===== config.mk =====
export PLATFORM = sky130hd
export DESIGN_NAME = magnetometer_frame_heading
export DESIGN_NICKNAME = d
export VERILOG_FILES = /design/src/rtl/mfh_pkg.sv /design/src/rtl/mfh_cordic.sv /design/src/rtl/magnetometer_frame_heading.sv
export VERILOG_INCLUDE_DIRS = /design/src /design/src/rtl
export SDC_FILE = /design/constraint.sdc
export NUM_CORES = 1
export LEC_CHECK = 0
export ABC_AREA = 1
export BUFFER_PORTS_ARGS = -buffer_cell sky130_fd_sc_hd__buf_2
export CORE_ASPECT_RATIO = 1.5
export CORE_MARGIN = 4
export CORE_UTILIZATION = 25
export DETAILED_ROUTE_END_ITERATION = 10
export GPL_TIMING_DRIVEN = 0
export SLEW_MARGIN = 10
export SYNTH_ARGS = -nofsm -noshare
export SYNTH_HDL_FRONTEND = slang
export SYNTH_SLANG_ARGS = --single-unit

===== constraint.sdc =====
create_clock -name clk -period 10.6 [get_ports clk]
set_clock_uncertainty 0.05 [all_clocks]
set_input_delay 0 -clock clk [delete_from_list [all_inputs] [get_ports clk]]
set_output_delay 0 -clock clk [all_outputs]
set_load 0.01 [all_outputs]

===== src/rtl/magnetometer_frame_heading_macros.svh =====
// ---------------------------------------------------------------------------
// Assertion macros for the magnetometer frame heading block
// Implication and next-cycle implication checks on one clock and reset.
// Define NO_ASSERTIONS to compile them out.
// ---------------------------------------------------------------------------
`ifndef MAGNETOMETER_FRAME_HEADING_MACROS_SVH
`define MAGNETOMETER_FRAME_HEADING_MACROS_SVH

`ifndef NO_ASSERTIONS

// same-cycle implication
`define MFH_ASSERT_IMP(lbl, clk, rst_n, ante, cons) \
	lbl: assert property (@(posedge clk) disable iff (!rst_n) (ante) |-> (cons)) \
		else $error("implication check failed");

// next-cycle implication
`define MFH_ASSERT_NXT(lbl, clk, rst_n, ante, cons) \
	lbl: assert property (@(posedge clk) disable iff (!rst_n) (ante) |=> (cons)) \
		else $error("next-cycle check failed");

`else

`define MFH_ASSERT_IMP(lbl, clk, rst_n, ante, cons)
`define MFH_ASSERT_NXT(lbl, clk, rst_n, ante, cons)

`endif

`endif


===== src/rtl/mfh_pkg.sv =====
// ---------------------------------------------------------------------------
// mfh_pkg
// Shared constants, types and the arctangent table of the frame heading block.
// ---------------------------------------------------------------------------
package mfh_pkg;

	// frame layout
	localparam int FRAME_LENGTH = 28;
	localparam int POS_W        = $clog2(FRAME_LENGTH);
	localparam int FIELD_CHARS  = 5;
	localparam int FIELD_START [3] = '{4, 12, 20};  // frame order X, Z, Y

	// field widths
	localparam int MAG_W = 17;
	localparam int VAL_W = 18;
	localparam int DEG_W = 9;

	// CORDIC sizing
	localparam int ANGLE_ITERATIONS = 16;
	localparam int ITER_COUNT = (ANGLE_ITERATIONS > 24) ? 24 : ANGLE_ITERATIONS;
	localparam int ITER_W     = $clog2(ITER_COUNT);
	localparam int FRAC       = 16;
	localparam int CW         = 38;  // scaled x/y datapath
	localparam int ZW         = 26;  // angle accumulator, degrees with FRAC bits

	// exact angles
	localparam logic signed [ZW-1:0] DEG_45  = ZW'(45 << FRAC);
	localparam logic signed [ZW-1:0] DEG_90  = ZW'(90 << FRAC);
	localparam logic signed [ZW-1:0] DEG_135 = ZW'(135 << FRAC);
	localparam logic signed [ZW-1:0] DEG_180 = ZW'(180 << FRAC);
	localparam logic signed [ZW-1:0] DEG_225 = ZW'(225 << FRAC);
	localparam logic signed [ZW-1:0] DEG_270 = ZW'(270 << FRAC);
	localparam logic signed [ZW-1:0] DEG_315 = ZW'(315 << FRAC);
	localparam logic signed [ZW-1:0] DEG_360 = ZW'(360 << FRAC);

	// configuration
	localparam int CFG_W     = 16;
	localparam int CFG_IDX_W = 1;
	localparam logic [CFG_IDX_W-1:0] CFG_TIMEOUT = 1'b0;
	localparam logic [CFG_IDX_W-1:0] CFG_LINK    = 1'b1;
	localparam logic [CFG_W-1:0] TIMEOUT_RESET   = 16'd50;

	// input item kinds
	localparam logic CMD_BYTE = 1'b0;
	localparam logic CMD_TICK = 1'b1;

	// characters
	localparam logic [7:0] CH_S     = 8'h53;
	localparam logic [7:0] CH_PLUS  = 8'h2B;
	localparam logic [7:0] CH_MINUS = 8'h2D;
	localparam logic [7:0] CH_0     = 8'h30;
	localparam logic [7:0] CH_9     = 8'h39;
	localparam logic [7:0] CH_SPACE = 8'h20;
	localparam logic [7:0] CH_TAB   = 8'h09;
	localparam logic [7:0] CH_CR    = 8'h0D;

	// angle runs, in the order they are computed
	localparam logic [1:0] RUN_HEADING = 2'd0;
	localparam logic [1:0] RUN_XZ      = 2'd1;
	localparam logic [1:0] RUN_YZ      = 2'd2;

	typedef enum logic [1:0] {
		PH_BLANK,
		PH_SIGN,
		PH_DIGIT,
		PH_STOP
	} parse_phase_t;

	typedef struct packed {
		logic [MAG_W-1:0] mag;
		logic             minus;
		parse_phase_t     phase;
	} parse_t;

	localparam parse_t PARSE_CLEAR = '{mag: '0, minus: 1'b0, phase: PH_BLANK};

	typedef enum logic [1:0] {
		ST_IDLE,
		ST_START,
		ST_WAIT,
		ST_PUSH
	} top_state_t;

	typedef enum logic [1:0] {
		CS_IDLE,
		CS_ITER,
		CS_FIN,
		CS_OUT
	} cordic_state_t;

	typedef struct packed {
		logic                    start;
		logic signed [VAL_W-1:0] y;
		logic signed [VAL_W-1:0] x;
	} angle_req_t;

	typedef struct packed {
		logic                 done;
		logic signed [ZW-1:0] angle;
	} angle_rsp_t;

	// atan(2^-i) in degrees, FRAC fraction bits, rounded to nearest
	function automatic logic signed [ZW-1:0] atan_entry(input logic [4:0] i);
		logic signed [ZW-1:0] v;
		unique case (i)
			5'd0:  v = 26'sd2949120;
			5'd1:  v = 26'sd1740967;
			5'd2:  v = 26'sd919879;
			5'd3:  v = 26'sd466945;
			5'd4:  v = 26'sd234379;
			5'd5:  v = 26'sd117304;
			5'd6:  v = 26'sd58666;
			5'd7:  v = 26'sd29335;
			5'd8:  v = 26'sd14668;
			5'd9:  v = 26'sd7334;
			5'd10: v = 26'sd3667;
			5'd11: v = 26'sd1833;
			5'd12: v = 26'sd917;
			5'd13: v = 26'sd458;
			5'd14: v = 26'sd229;
			5'd15: v = 26'sd115;
			5'd16: v = 26'sd57;
			5'd17: v = 26'sd29;
			5'd18: v = 26'sd14;
			5'd19: v = 26'sd7;
			5'd20: v = 26'sd4;
			5'd21: v = 26'sd2;
			5'd22: v = 26'sd1;
			default: v = '0;
		endcase
		return v;
	endfunction

endpackage


===== src/rtl/mfh_cordic.sv =====
// ---------------------------------------------------------------------------
// mfh_cordic
// Iterative vectoring CORDIC atan2: one rotation per cycle on a shared
// add/shift datapath; exact directions bypass the iterations.
// ---------------------------------------------------------------------------
module mfh_cordic (
	input  logic                clk,
	input  logic                arst_n,
	input  mfh_pkg::angle_req_t req,
	output mfh_pkg::angle_rsp_t rsp
);

	mfh_pkg::cordic_state_t state_q, state_d;

	logic signed [mfh_pkg::CW-1:0] x_q, y_q;
	logic signed [mfh_pkg::CW-1:0] x_sh, y_sh, x_in, y_in;
	logic signed [mfh_pkg::ZW-1:0] z_q, ang_q, z_exact, step_angle;
	logic [mfh_pkg::ITER_W-1:0]    i_q;
	logic [mfh_pkg::VAL_W:0]       ax, ay;
	logic                          exact;
	logic                          last_iter;

	// operand classification for the exact directions
	always_comb begin
		ax = req.x[mfh_pkg::VAL_W-1] ? -{req.x[mfh_pkg::VAL_W-1], req.x}
			: {req.x[mfh_pkg::VAL_W-1], req.x};
		ay = req.y[mfh_pkg::VAL_W-1] ? -{req.y[mfh_pkg::VAL_W-1], req.y}
			: {req.y[mfh_pkg::VAL_W-1], req.y};
		exact = (req.y == '0) || (req.x == '0) || (ax == ay);
		priority if (req.y == '0) begin
			z_exact = req.x[mfh_pkg::VAL_W-1] ? mfh_pkg::DEG_180 : '0;
		end else if (req.x == '0) begin
			z_exact = req.y[mfh_pkg::VAL_W-1] ? mfh_pkg::DEG_270 : mfh_pkg::DEG_90;
		end else if (!req.x[mfh_pkg::VAL_W-1]) begin
			z_exact = req.y[mfh_pkg::VAL_W-1] ? mfh_pkg::DEG_315 : mfh_pkg::DEG_45;
		end else begin
			z_exact = req.y[mfh_pkg::VAL_W-1] ? mfh_pkg::DEG_225 : mfh_pkg::DEG_135;
		end
	end

	// readings scaled by 2^FRAC
	assign x_in = {{(mfh_pkg::CW - mfh_pkg::VAL_W - mfh_pkg::FRAC){req.x[mfh_pkg::VAL_W-1]}},
		req.x, {mfh_pkg::FRAC{1'b0}}};
	assign y_in = {{(mfh_pkg::CW - mfh_pkg::VAL_W - mfh_pkg::FRAC){req.y[mfh_pkg::VAL_W-1]}},
		req.y, {mfh_pkg::FRAC{1'b0}}};

	// shared rotation unit: floor shifts and table step
	assign x_sh       = x_q >>> i_q;
	assign y_sh       = y_q >>> i_q;
	assign step_angle = mfh_pkg::atan_entry(5'(i_q));
	assign last_iter  = (i_q == mfh_pkg::ITER_W'(mfh_pkg::ITER_COUNT - 1));

	// state register
	always_ff @(posedge clk or negedge arst_n) begin
		if (!arst_n) begin
			state_q <= mfh_pkg::CS_IDLE;
		end else begin
			state_q <= state_d;
		end
	end

	// next state and response
	always_comb begin
		state_d   = state_q;
		rsp.done  = 1'b0;
		rsp.angle = ang_q;
		unique case (state_q)
			mfh_pkg::CS_IDLE: begin
				if (req.start) begin
					state_d = exact ? mfh_pkg::CS_FIN : mfh_pkg::CS_ITER;
				end
			end
			mfh_pkg::CS_ITER: begin
				if (last_iter) begin
					state_d = mfh_pkg::CS_FIN;
				end
			end
			mfh_pkg::CS_FIN: begin
				state_d = mfh_pkg::CS_OUT;
			end
			mfh_pkg::CS_OUT: begin
				rsp.done = 1'b1;
				state_d  = mfh_pkg::CS_IDLE;
			end
		endcase
	end

	// datapath
	always_ff @(posedge clk) begin
		unique case (state_q)
			mfh_pkg::CS_IDLE: begin
				if (req.start) begin
					i_q <= '0;
					if (exact) begin
						z_q <= z_exact;
					end else if (req.x[mfh_pkg::VAL_W-1]) begin
						// fold into the right half plane
						x_q <= -x_in;
						y_q <= -y_in;
						z_q <= mfh_pkg::DEG_180;
					end else begin
						x_q <= x_in;
						y_q <= y_in;
						z_q <= '0;
					end
				end
			end
			mfh_pkg::CS_ITER: begin
				i_q <= i_q + 1'b1;
				if (!y_q[mfh_pkg::CW-1]) begin
					x_q <= x_q + y_sh;
					y_q <= y_q - x_sh;
					z_q <= z_q + step_angle;
				end else begin
					x_q <= x_q - y_sh;
					y_q <= y_q + x_sh;
					z_q <= z_q - step_angle;
				end
			end
			mfh_pkg::CS_FIN: begin
				ang_q <= z_q[mfh_pkg::ZW-1] ? z_q + mfh_pkg::DEG_360 : z_q;
			end
			mfh_pkg::CS_OUT: begin
			end
		endcase
	end

endmodule


===== src/rtl/magnetometer_frame_heading.sv =====
// ---------------------------------------------------------------------------
// magnetometer_frame_heading
// Serial frame collector, decimal field parser and heading/tilt calculator.
// ---------------------------------------------------------------------------
// Usage:
//   Input channel (in_valid/in_stall) carries one transaction per received
//   byte (command 0) or per time tick (command 1). Output channel
//   (out_valid/out_stall) carries at most one result per input transaction.
//   A byte that does not close the 28-byte frame gives no result and is
//   taken without raising in_stall. A closing byte of a non-'S' frame, or a
//   timeout tick while link_enabled is 1, moves to the push state, from which
//   out_valid is registered once the output register is free.
//   A closing byte of an 'S' frame runs three atan2 passes through one shared
//   CORDIC unit, an exact direction skipping the iterations; in_stall is held
//   high from acceptance until the result is handed to the output register.
//   If the receiver stalls, the finished result waits in the output register;
//   further transactions are taken until one gives a result, which is held in
//   a staging register, after which in_stall stays high until the output
//   register is free. Reset clears the partial frame, arms the timer and
//   loads timeout_ticks 50 and link_enabled 1. cfg_we writes are registered.
// ---------------------------------------------------------------------------
`include "magnetometer_frame_heading_macros.svh"

module magnetometer_frame_heading (
	input  logic                                 clk,
	input  logic                                 arst_n,
	// input channel
	input  logic                                 in_valid,
	output logic                                 in_stall,
	input  logic                                 command,
	input  logic [7:0]                           rx_byte,
	// output channel
	output logic                                 out_valid,
	input  logic                                 out_stall,
	output logic                                 send_request,
	output logic                                 frame_done,
	output logic                                 frame_ok,
	output logic [mfh_pkg::DEG_W-1:0]            heading_deg,
	output logic [mfh_pkg::DEG_W-1:0]            tilt_xz_deg,
	output logic [mfh_pkg::DEG_W-1:0]            tilt_yz_deg,
	output logic signed [mfh_pkg::VAL_W-1:0]     field_x,
	output logic signed [mfh_pkg::VAL_W-1:0]     field_y,
	output logic signed [mfh_pkg::VAL_W-1:0]     field_z,
	// configuration
	input  logic                                 cfg_we,
	input  logic [mfh_pkg::CFG_IDX_W-1:0]        cfg_index,
	input  logic [mfh_pkg::CFG_W-1:0]            cfg_data
);

	mfh_pkg::top_state_t state_q, state_d;

	// frame and timer state
	logic [mfh_pkg::POS_W-1:0] pos_q;
	logic                      start_q;
	mfh_pkg::parse_t           fld_q [3];
	logic [mfh_pkg::CFG_W-1:0] silence_q, timeout_q;
	logic                      armed_q, link_q;
	logic [1:0]                run_q;
	logic                      out_valid_q;

	// staged result
	logic                            res_send_q, res_done_q, res_ok_q;
	logic [mfh_pkg::DEG_W-1:0]       res_head_q, res_xz_q, res_yz_q;
	logic signed [mfh_pkg::VAL_W-1:0] res_x_q, res_y_q, res_z_q;

	// output register
	logic                            out_send_q, out_done_q, out_ok_q;
	logic [mfh_pkg::DEG_W-1:0]       out_head_q, out_xz_q, out_yz_q;
	logic signed [mfh_pkg::VAL_W-1:0] out_x_q, out_y_q, out_z_q;

	logic                            in_acc, is_tick, close, out_free;
	logic [mfh_pkg::CFG_W-1:0]       tick_inc, limit;
	logic                            tick_fire;
	logic [2:0]                      fsel;
	logic signed [mfh_pkg::VAL_W-1:0] val [3];
	logic signed [mfh_pkg::ZW-1:0]   offset, rdiff, rwrap;
	logic [mfh_pkg::DEG_W-1:0]       run_deg;

	mfh_pkg::angle_req_t req;
	mfh_pkg::angle_rsp_t rsp;

	// one character through the strtol-style parser
	function automatic mfh_pkg::parse_t parse_step(input mfh_pkg::parse_t cur,
		input logic [7:0] c);
		mfh_pkg::parse_t        nxt;
		logic                   blank, digit;
		logic [mfh_pkg::MAG_W-1:0] dv;
		nxt   = cur;
		blank = (c == mfh_pkg::CH_SPACE) || (c >= mfh_pkg::CH_TAB && c <= mfh_pkg::CH_CR);
		digit = (c >= mfh_pkg::CH_0) && (c <= mfh_pkg::CH_9);
		dv    = mfh_pkg::MAG_W'(c[3:0]);
		unique case (cur.phase)
			mfh_pkg::PH_BLANK: begin
				priority if (blank) begin
					nxt.phase = mfh_pkg::PH_BLANK;
				end else if (c == mfh_pkg::CH_PLUS || c == mfh_pkg::CH_MINUS) begin
					nxt.minus = (c == mfh_pkg::CH_MINUS);
					nxt.phase = mfh_pkg::PH_SIGN;
				end else if (digit) begin
					nxt.mag   = dv;
					nxt.phase = mfh_pkg::PH_DIGIT;
				end else begin
					nxt.phase = mfh_pkg::PH_STOP;
				end
			end
			mfh_pkg::PH_SIGN: begin
				if (digit) begin
					nxt.mag   = dv;
					nxt.phase = mfh_pkg::PH_DIGIT;
				end else begin
					// lone sign reads as zero
					nxt.minus = 1'b0;
					nxt.phase = mfh_pkg::PH_STOP;
				end
			end
			mfh_pkg::PH_DIGIT: begin
				if (digit) begin
					nxt.mag = (cur.mag << 3) + (cur.mag << 1) + dv;
				end else begin
					nxt.phase = mfh_pkg::PH_STOP;
				end
			end
			mfh_pkg::PH_STOP: begin
			end
		endcase
		return nxt;
	endfunction

	// handshake and frame position decode
	assign in_stall = (state_q != mfh_pkg::ST_IDLE);
	assign in_acc   = in_valid && !in_stall;
	assign is_tick  = (command == mfh_pkg::CMD_TICK);
	assign close    = (pos_q == mfh_pkg::POS_W'(mfh_pkg::FRAME_LENGTH - 1));
	assign out_free = !out_valid_q || !out_stall;

	// silence timer
	assign tick_inc  = (silence_q == '1) ? silence_q : silence_q + 1'b1;
	assign limit     = (timeout_q == '0) ? mfh_pkg::CFG_W'(1) : timeout_q;
	assign tick_fire = armed_q && (tick_inc >= limit);

	// field windows and signed readings
	always_comb begin
		for (int k = 0; k < 3; k++) begin
			fsel[k] = (pos_q >= mfh_pkg::POS_W'(mfh_pkg::FIELD_START[k])) &&
				(pos_q <= mfh_pkg::POS_W'(mfh_pkg::FIELD_START[k] + mfh_pkg::FIELD_CHARS - 1));
			val[k]  = fld_q[k].minus ? -{1'b0, fld_q[k].mag} : {1'b0, fld_q[k].mag};
		end
	end

	// operand select for the current angle run
	always_comb begin
		req.start = (state_q == mfh_pkg::ST_START);
		unique case (run_q)
			mfh_pkg::RUN_HEADING: begin
				req.y  = res_x_q;
				req.x  = res_y_q;
				offset = mfh_pkg::DEG_270;
			end
			mfh_pkg::RUN_XZ: begin
				req.y  = res_x_q;
				req.x  = res_z_q;
				offset = mfh_pkg::DEG_180;
			end
			default: begin
				req.y  = res_y_q;
				req.x  = res_z_q;
				offset = mfh_pkg::DEG_180;
			end
		endcase
		rdiff   = offset - rsp.angle;
		rwrap   = rdiff[mfh_pkg::ZW-1] ? rdiff + mfh_pkg::DEG_360 : rdiff;
		run_deg = rwrap[mfh_pkg::FRAC+mfh_pkg::DEG_W-1:mfh_pkg::FRAC];
	end

	mfh_cordic u_cordic (
		.clk    (clk),
		.arst_n (arst_n),
		.req    (req),
		.rsp    (rsp)
	);

	// sequencer state register
	always_ff @(posedge clk or negedge arst_n) begin
		if (!arst_n) begin
			state_q <= mfh_pkg::ST_IDLE;
		end else begin
			state_q <= state_d;
		end
	end

	// sequencer next state
	always_comb begin
		state_d = state_q;
		unique case (state_q)
			mfh_pkg::ST_IDLE: begin
				if (in_acc) begin
					if (is_tick) begin
						if (tick_fire && link_q) begin
							state_d = mfh_pkg::ST_PUSH;
						end
					end else if (close) begin
						state_d = start_q ? mfh_pkg::ST_START : mfh_pkg::ST_PUSH;
					end
				end
			end
			mfh_pkg::ST_START: begin
				state_d = mfh_pkg::ST_WAIT;
			end
			mfh_pkg::ST_WAIT: begin
				if (rsp.done) begin
					state_d = (run_q == mfh_pkg::RUN_YZ) ? mfh_pkg::ST_PUSH
						: mfh_pkg::ST_START;
				end
			end
			mfh_pkg::ST_PUSH: begin
				if (out_free) begin
					state_d = mfh_pkg::ST_IDLE;
				end
			end
		endcase
	end

	// frame, timer, configuration and output valid
	always_ff @(posedge clk or negedge arst_n) begin
		if (!arst_n) begin
			pos_q       <= '0;
			start_q     <= 1'b0;
			for (int k = 0; k < 3; k++) begin
				fld_q[k] <= mfh_pkg::PARSE_CLEAR;
			end
			silence_q   <= '0;
			armed_q     <= 1'b1;
			timeout_q   <= mfh_pkg::TIMEOUT_RESET;
			link_q      <= 1'b1;
			run_q       <= mfh_pkg::RUN_HEADING;
			out_valid_q <= 1'b0;
		end else begin
			if (cfg_we) begin
				unique case (cfg_index)
					mfh_pkg::CFG_TIMEOUT: timeout_q <= cfg_data;
					mfh_pkg::CFG_LINK:    link_q    <= cfg_data[0];
				endcase
			end

			if (in_acc) begin
				if (is_tick) begin
					if (armed_q) begin
						if (tick_fire) begin
							// silence timeout: drop the partial frame
							pos_q     <= '0;
							start_q   <= 1'b0;
							for (int k = 0; k < 3; k++) begin
								fld_q[k] <= mfh_pkg::PARSE_CLEAR;
							end
							silence_q <= '0;
							armed_q   <= link_q;
						end else begin
							silence_q <= tick_inc;
						end
					end
				end else begin
					silence_q <= '0;
					armed_q   <= 1'b1;
					if (close) begin
						pos_q   <= '0;
						start_q <= 1'b0;
						for (int k = 0; k < 3; k++) begin
							fld_q[k] <= mfh_pkg::PARSE_CLEAR;
						end
						run_q   <= mfh_pkg::RUN_HEADING;
					end else begin
						pos_q <= pos_q + 1'b1;
						if (pos_q == '0) begin
							start_q <= (rx_byte == mfh_pkg::CH_S);
						end
						for (int k = 0; k < 3; k++) begin
							if (fsel[k]) begin
								fld_q[k] <= parse_step(fld_q[k], rx_byte);
							end
						end
					end
				end
			end

			if (state_q == mfh_pkg::ST_WAIT && rsp.done) begin
				run_q <= run_q + 1'b1;
			end

			if (state_q == mfh_pkg::ST_PUSH && out_free) begin
				out_valid_q <= 1'b1;
			end else if (!out_stall) begin
				out_valid_q <= 1'b0;
			end
		end
	end

	// staged result and output payload
	always_ff @(posedge clk) begin
		if (in_acc) begin
			if (is_tick) begin
				if (tick_fire && link_q) begin
					res_send_q <= 1'b1;
					res_done_q <= 1'b0;
					res_ok_q   <= 1'b0;
					res_head_q <= '0;
					res_xz_q   <= '0;
					res_yz_q   <= '0;
					res_x_q    <= '0;
					res_y_q    <= '0;
					res_z_q    <= '0;
				end
			end else if (close) begin
				res_send_q <= link_q;
				res_done_q <= 1'b1;
				res_ok_q   <= start_q;
				res_head_q <= '0;
				res_xz_q   <= '0;
				res_yz_q   <= '0;
				res_x_q    <= start_q ? val[0] : '0;
				res_y_q    <= start_q ? val[2] : '0;
				res_z_q    <= start_q ? val[1] : '0;
			end
		end

		// angle run finished
		if (state_q == mfh_pkg::ST_WAIT && rsp.done) begin
			unique case (run_q)
				mfh_pkg::RUN_HEADING: res_head_q <= run_deg;
				mfh_pkg::RUN_XZ:      res_xz_q   <= run_deg;
				default:              res_yz_q   <= run_deg;
			endcase
		end

		// hand the staged result to the output register
		if (state_q == mfh_pkg::ST_PUSH && out_free) begin
			out_send_q <= res_send_q;
			out_done_q <= res_done_q;
			out_ok_q   <= res_ok_q;
			out_head_q <= res_head_q;
			out_xz_q   <= res_xz_q;
			out_yz_q   <= res_yz_q;
			out_x_q    <= res_x_q;
			out_y_q    <= res_y_q;
			out_z_q    <= res_z_q;
		end
	end

	assign out_valid    = out_valid_q;
	assign send_request = out_send_q;
	assign frame_done   = out_done_q;
	assign frame_ok     = out_ok_q;
	assign heading_deg  = out_head_q;
	assign tilt_xz_deg  = out_xz_q;
	assign tilt_yz_deg  = out_yz_q;
	assign field_x      = out_x_q;
	assign field_y      = out_y_q;
	assign field_z      = out_z_q;

	// checks
	`MFH_ASSERT_IMP(a_timeout_result, clk, arst_n, out_valid_q && !out_done_q, out_send_q && !out_ok_q && out_head_q == '0 && out_x_q == '0)
	`MFH_ASSERT_IMP(a_angle_range, clk, arst_n, out_valid_q && out_ok_q, out_head_q < 9'd360 && out_xz_q < 9'd360 && out_yz_q < 9'd360)
	`MFH_ASSERT_IMP(a_done_in_wait, clk, arst_n, rsp.done, state_q == mfh_pkg::ST_WAIT)
	`MFH_ASSERT_NXT(a_close_busy, clk, arst_n, in_acc && !is_tick && close, state_q != mfh_pkg::ST_IDLE)

endmodule


==> impl_metrics.env <==
export IMPL_status="complete, no violations"
export IMPL_start_util=0.252
export IMPL_fmax_mhz=155
export IMPL_cts_setup_buffers=0
export IMPL_first_global_vias=34100
export IMPL_drive_gt1_frac=0.0741
export IMPL_final_common_cell="nand2_1"
export IMPL_rows=167
export IMPL_grt_pass1_wl_um=210000
export IMPL_wl_met3_um=5600
export IMPL_io_buffers=116
export IMPL_core_area_sq_um=138000
export IMPL_antenna_found_initial=3
export IMPL_synth_flop_cell="edfxtp_1"
export IMPL_worst_slew_pin_slew_ns=1.27
export IMPL_crit_top_cell="nand2_1"
export IMPL_synth_seq_area_share=0.340
export IMPL_wl_met1_um=51900
export IMPL_slowest_delay_ns=0.57
export IMPL_final_nets=5378
export IMPL_postRouteAntennaNets=0
export IMPL_drc=0
export IMPL_hpwl_um=116000
export IMPL_gp_congestion=1.01
export IMPL_die_w_um=313
export IMPL_hold_class="in -> reg"
export IMPL_dr_max_layer_used="met4"
export IMPL_root_buffer="clkbuf_16"
export IMPL_ys_seq_elements=429
export IMPL_area_delta_synth_final_pct=14.8
export IMPL_synth_compound_area_share=0.163
export IMPL_synth_adder_area_share=0.0937
export IMPL_worstPathArrival_ns=6.80
export IMPL_ff_latch_area_sq_um=11900
export IMPL_path_delay_family="simple AND/OR/NAND/NOR gates"
export IMPL_crit_start="u_cordic.i_q[0]"
export IMPL_synth_edf_count=273
export IMPL_post_drt_wl_per_cell_um=20.4
export IMPL_endpoint_kind="flip-flop"
export IMPL_synthTopCellsByArea="edfxtp_1 (23%), nand2_1 (14%), ha_1 (8.9%)"
export IMPL_clock_latency_ns=0.64
export IMPL_yosys_warnings=0
export IMPL_cts_max_path_buffers=3
export IMPL_clkTransAtPathRegs_ns=0.07
export IMPL_wl_um=143000
export IMPL_cts_tree="done"
export IMPL_wl_met2_um=73000
export IMPL_multi_input_area_sq_um=20300
export IMPL_syn_inst=4882
export IMPL_syn_nets=5169
export IMPL_grt_ovfl_total=0
export IMPL_synthDistinctLibCells=69
export IMPL_grt_max_degree=82
export IMPL_grt_usage=0.190
export IMPL_synthArstFlopShare=0.249
export IMPL_fp_dieH_um=466
export IMPL_slew_headroom=0.156
export IMPL_hold_viol=0
export IMPL_synth_top_area_cell="edfxtp_1"
export IMPL_post_cts_resized=0
export IMPL_vias_per_cell=4.93
export IMPL_crit_type="reg -> reg"
export IMPL_cp_max_fo=10
export IMPL_synth_area_sq_um=34900
export IMPL_fillCellCount=15300
export IMPL_synthXorXnorAreaFrac=0.0426
export IMPL_ioPinCount=117
export IMPL_dieArea_sq_um=146000
export IMPL_num_vias=34500
export IMPL_cp_start_kind="flip-flop"
export IMPL_htreeDepth=2
export IMPL_final_cell_mix="nand2_1 (1299), inv_1 (526), nor2_1 (438), a21oi_1 (362), o21ai_0 (345)"
export IMPL_post_route_period_util=0.609
export IMPL_synth_area_mux_share=0.00527
export IMPL_firstDrtPassIters=5
export IMPL_critPathBufInv=3
export IMPL_synth_simple_area_share=0.276
export IMPL_synth_top_family_by_area="simple AND/OR/NAND/NOR gates"
export IMPL_clock_sinks=429
export IMPL_setup_ws_ns=4.14
export IMPL_timing_rr_start="u_cordic.i_q[0]"
export IMPL_hp_start="cfg_index"
export IMPL_synth_top_area_share=0.235
export IMPL_numCtsBuffers=45
export IMPL_place_ws_ns=4.36
export IMPL_rsz0062_at_grt="false"
export IMPL_slew_viol_final=0
export IMPL_cp_slowest_cell="nor4_1"
export IMPL_dr_first_iter_drc_count=2325
export IMPL_syn_avg_cell_area_sq_um=7.15
export IMPL_post_route_min_period_ns=6.46
export IMPL_setup_violations=0
export IMPL_cp_required_ns=10.94
export IMPL_drv_cap=0
## metal layers
layer	global-route usage	vias to the layer above
met5	0	-
li1	-	16900
met1	0.196	16200
met4	0.137	0
met3	0.0197	401
met2	0.354	1024
## Yosys cell counts, types with 24 or more instances
cell type / instances
o21ai_1: 77
o211ai_1: 24
nor3_1: 89
xnor2_1: 64
nand3_1: 311
o21a_1: 30
a31oi_1: 45
o22ai_1: 38
xor2_1: 106
dfxtp_1: 49
a21oi_1: 365
nand4_1: 38
dfrtp_1: 102
nor4_1: 24
nor2_1: 438
ha_1: 247
nand2_1: 1299
inv_1: 527
o21ai_0: 345
edfxtp_1: 273
buf_2: 42
clkbuf_1: 60
## cell families (layout without fill, tap and decap cells)
| family | after synthesis | in the layout |
|---|---|---|
| muxes | 18 | 18 |
| DFF | 429 | 429 |
| and+or+nand+nor | 2301 | 2301 |
| AOI/OAI and AO/OA | 1025 | 1025 |
| adders and majority gates | 256 | 256 |
| xor gates and xnor gates | 170 | 170 |
| buffers and inverters | 683 | 928 |
| other | 0 | 1 |
## final timing paths
path                                          to  slack, ns  depth (start not counted)
worst max-delay path            u_cordic.x_q[37]       4.14                         29
worst min-delay path                timeout_q[4]       0.07                          6
worst max register to register  u_cordic.x_q[37]       4.14                         29
worst min register to register    tilt_yz_deg[0]       0.38                          0
max in group asynchronous           timeout_q[4]       9.58                          4
min in group asynchronous              fld_q[17]       0.41                          4
## state kept, by name, indices dropped and copies added, names as in the netlist, 18 cells and up
name                 flops
field_x                 18
field_y                 18
field_z                 18
fld_q                   60
res_x_q                 18
res_y_q                 18
res_z_q                 18
u_cordic.ang_q          26
u_cordic.step_angle     22
u_cordic.x_q            38
u_cordic.y_q            38
u_cordic.z_q            26
## worst reg2reg max path, delay by kind of cell, from the launching register on
kind | cells | cell delay [ns]
AO/OA/AOI/OAI | 5 | 1.63
AND/OR/NAND/NOR | 20 | 3.20
buffers and inverters | 3 | 0.47
adder cells (fa/ha/maj) | 1 | 0.40
flip-flops | 1 | 0.49
## final cells by class
| cell class | instances | share of cell area |
|---|---|---|
| Sequential cell | 429 | 0.296 |
| Timing Repair Buffer | 162 | 0.0296 |
| Multi-Input combinational cell | 3770 | 0.507 |
| Antenna cell | 1 | 0.0000625 |
| Inverter | 539 | 0.0507 |
| Clock inverter | 23 | 0.00821 |
| Clock buffer | 60 | 0.0319 |
| Buffer | 144 | 0.0189 |
| Tap cell | 1859 | 0.0581 |
## timing repair
action,4_1_cts,5_1_grt
setup endpoints to repair,0,0
hold endpoints to repair,164,0
hold buffers,36,0
## stage by stage
step	setup TNS, ns	std cells	instance area, sq um	utilization	hold slack, ns
2_1_floorplan	0	4882	34900	-	-0.346
3_3_place_gp	-72.09	6857	37800	0.273	0.127
3_5_place_dp	0	6867	38100	0.275	-0.156
4_1_cts	0	6986	40100	0.290	0.0302
5_1_grt	0	6987	40100	0.290	0.0588
6_report	0	6987	40100	0.290	0.0702
Power is left out: the tool's default activity adds up to more than one toggle a clock period on the data nets, which glitch-free logic cannot reach.
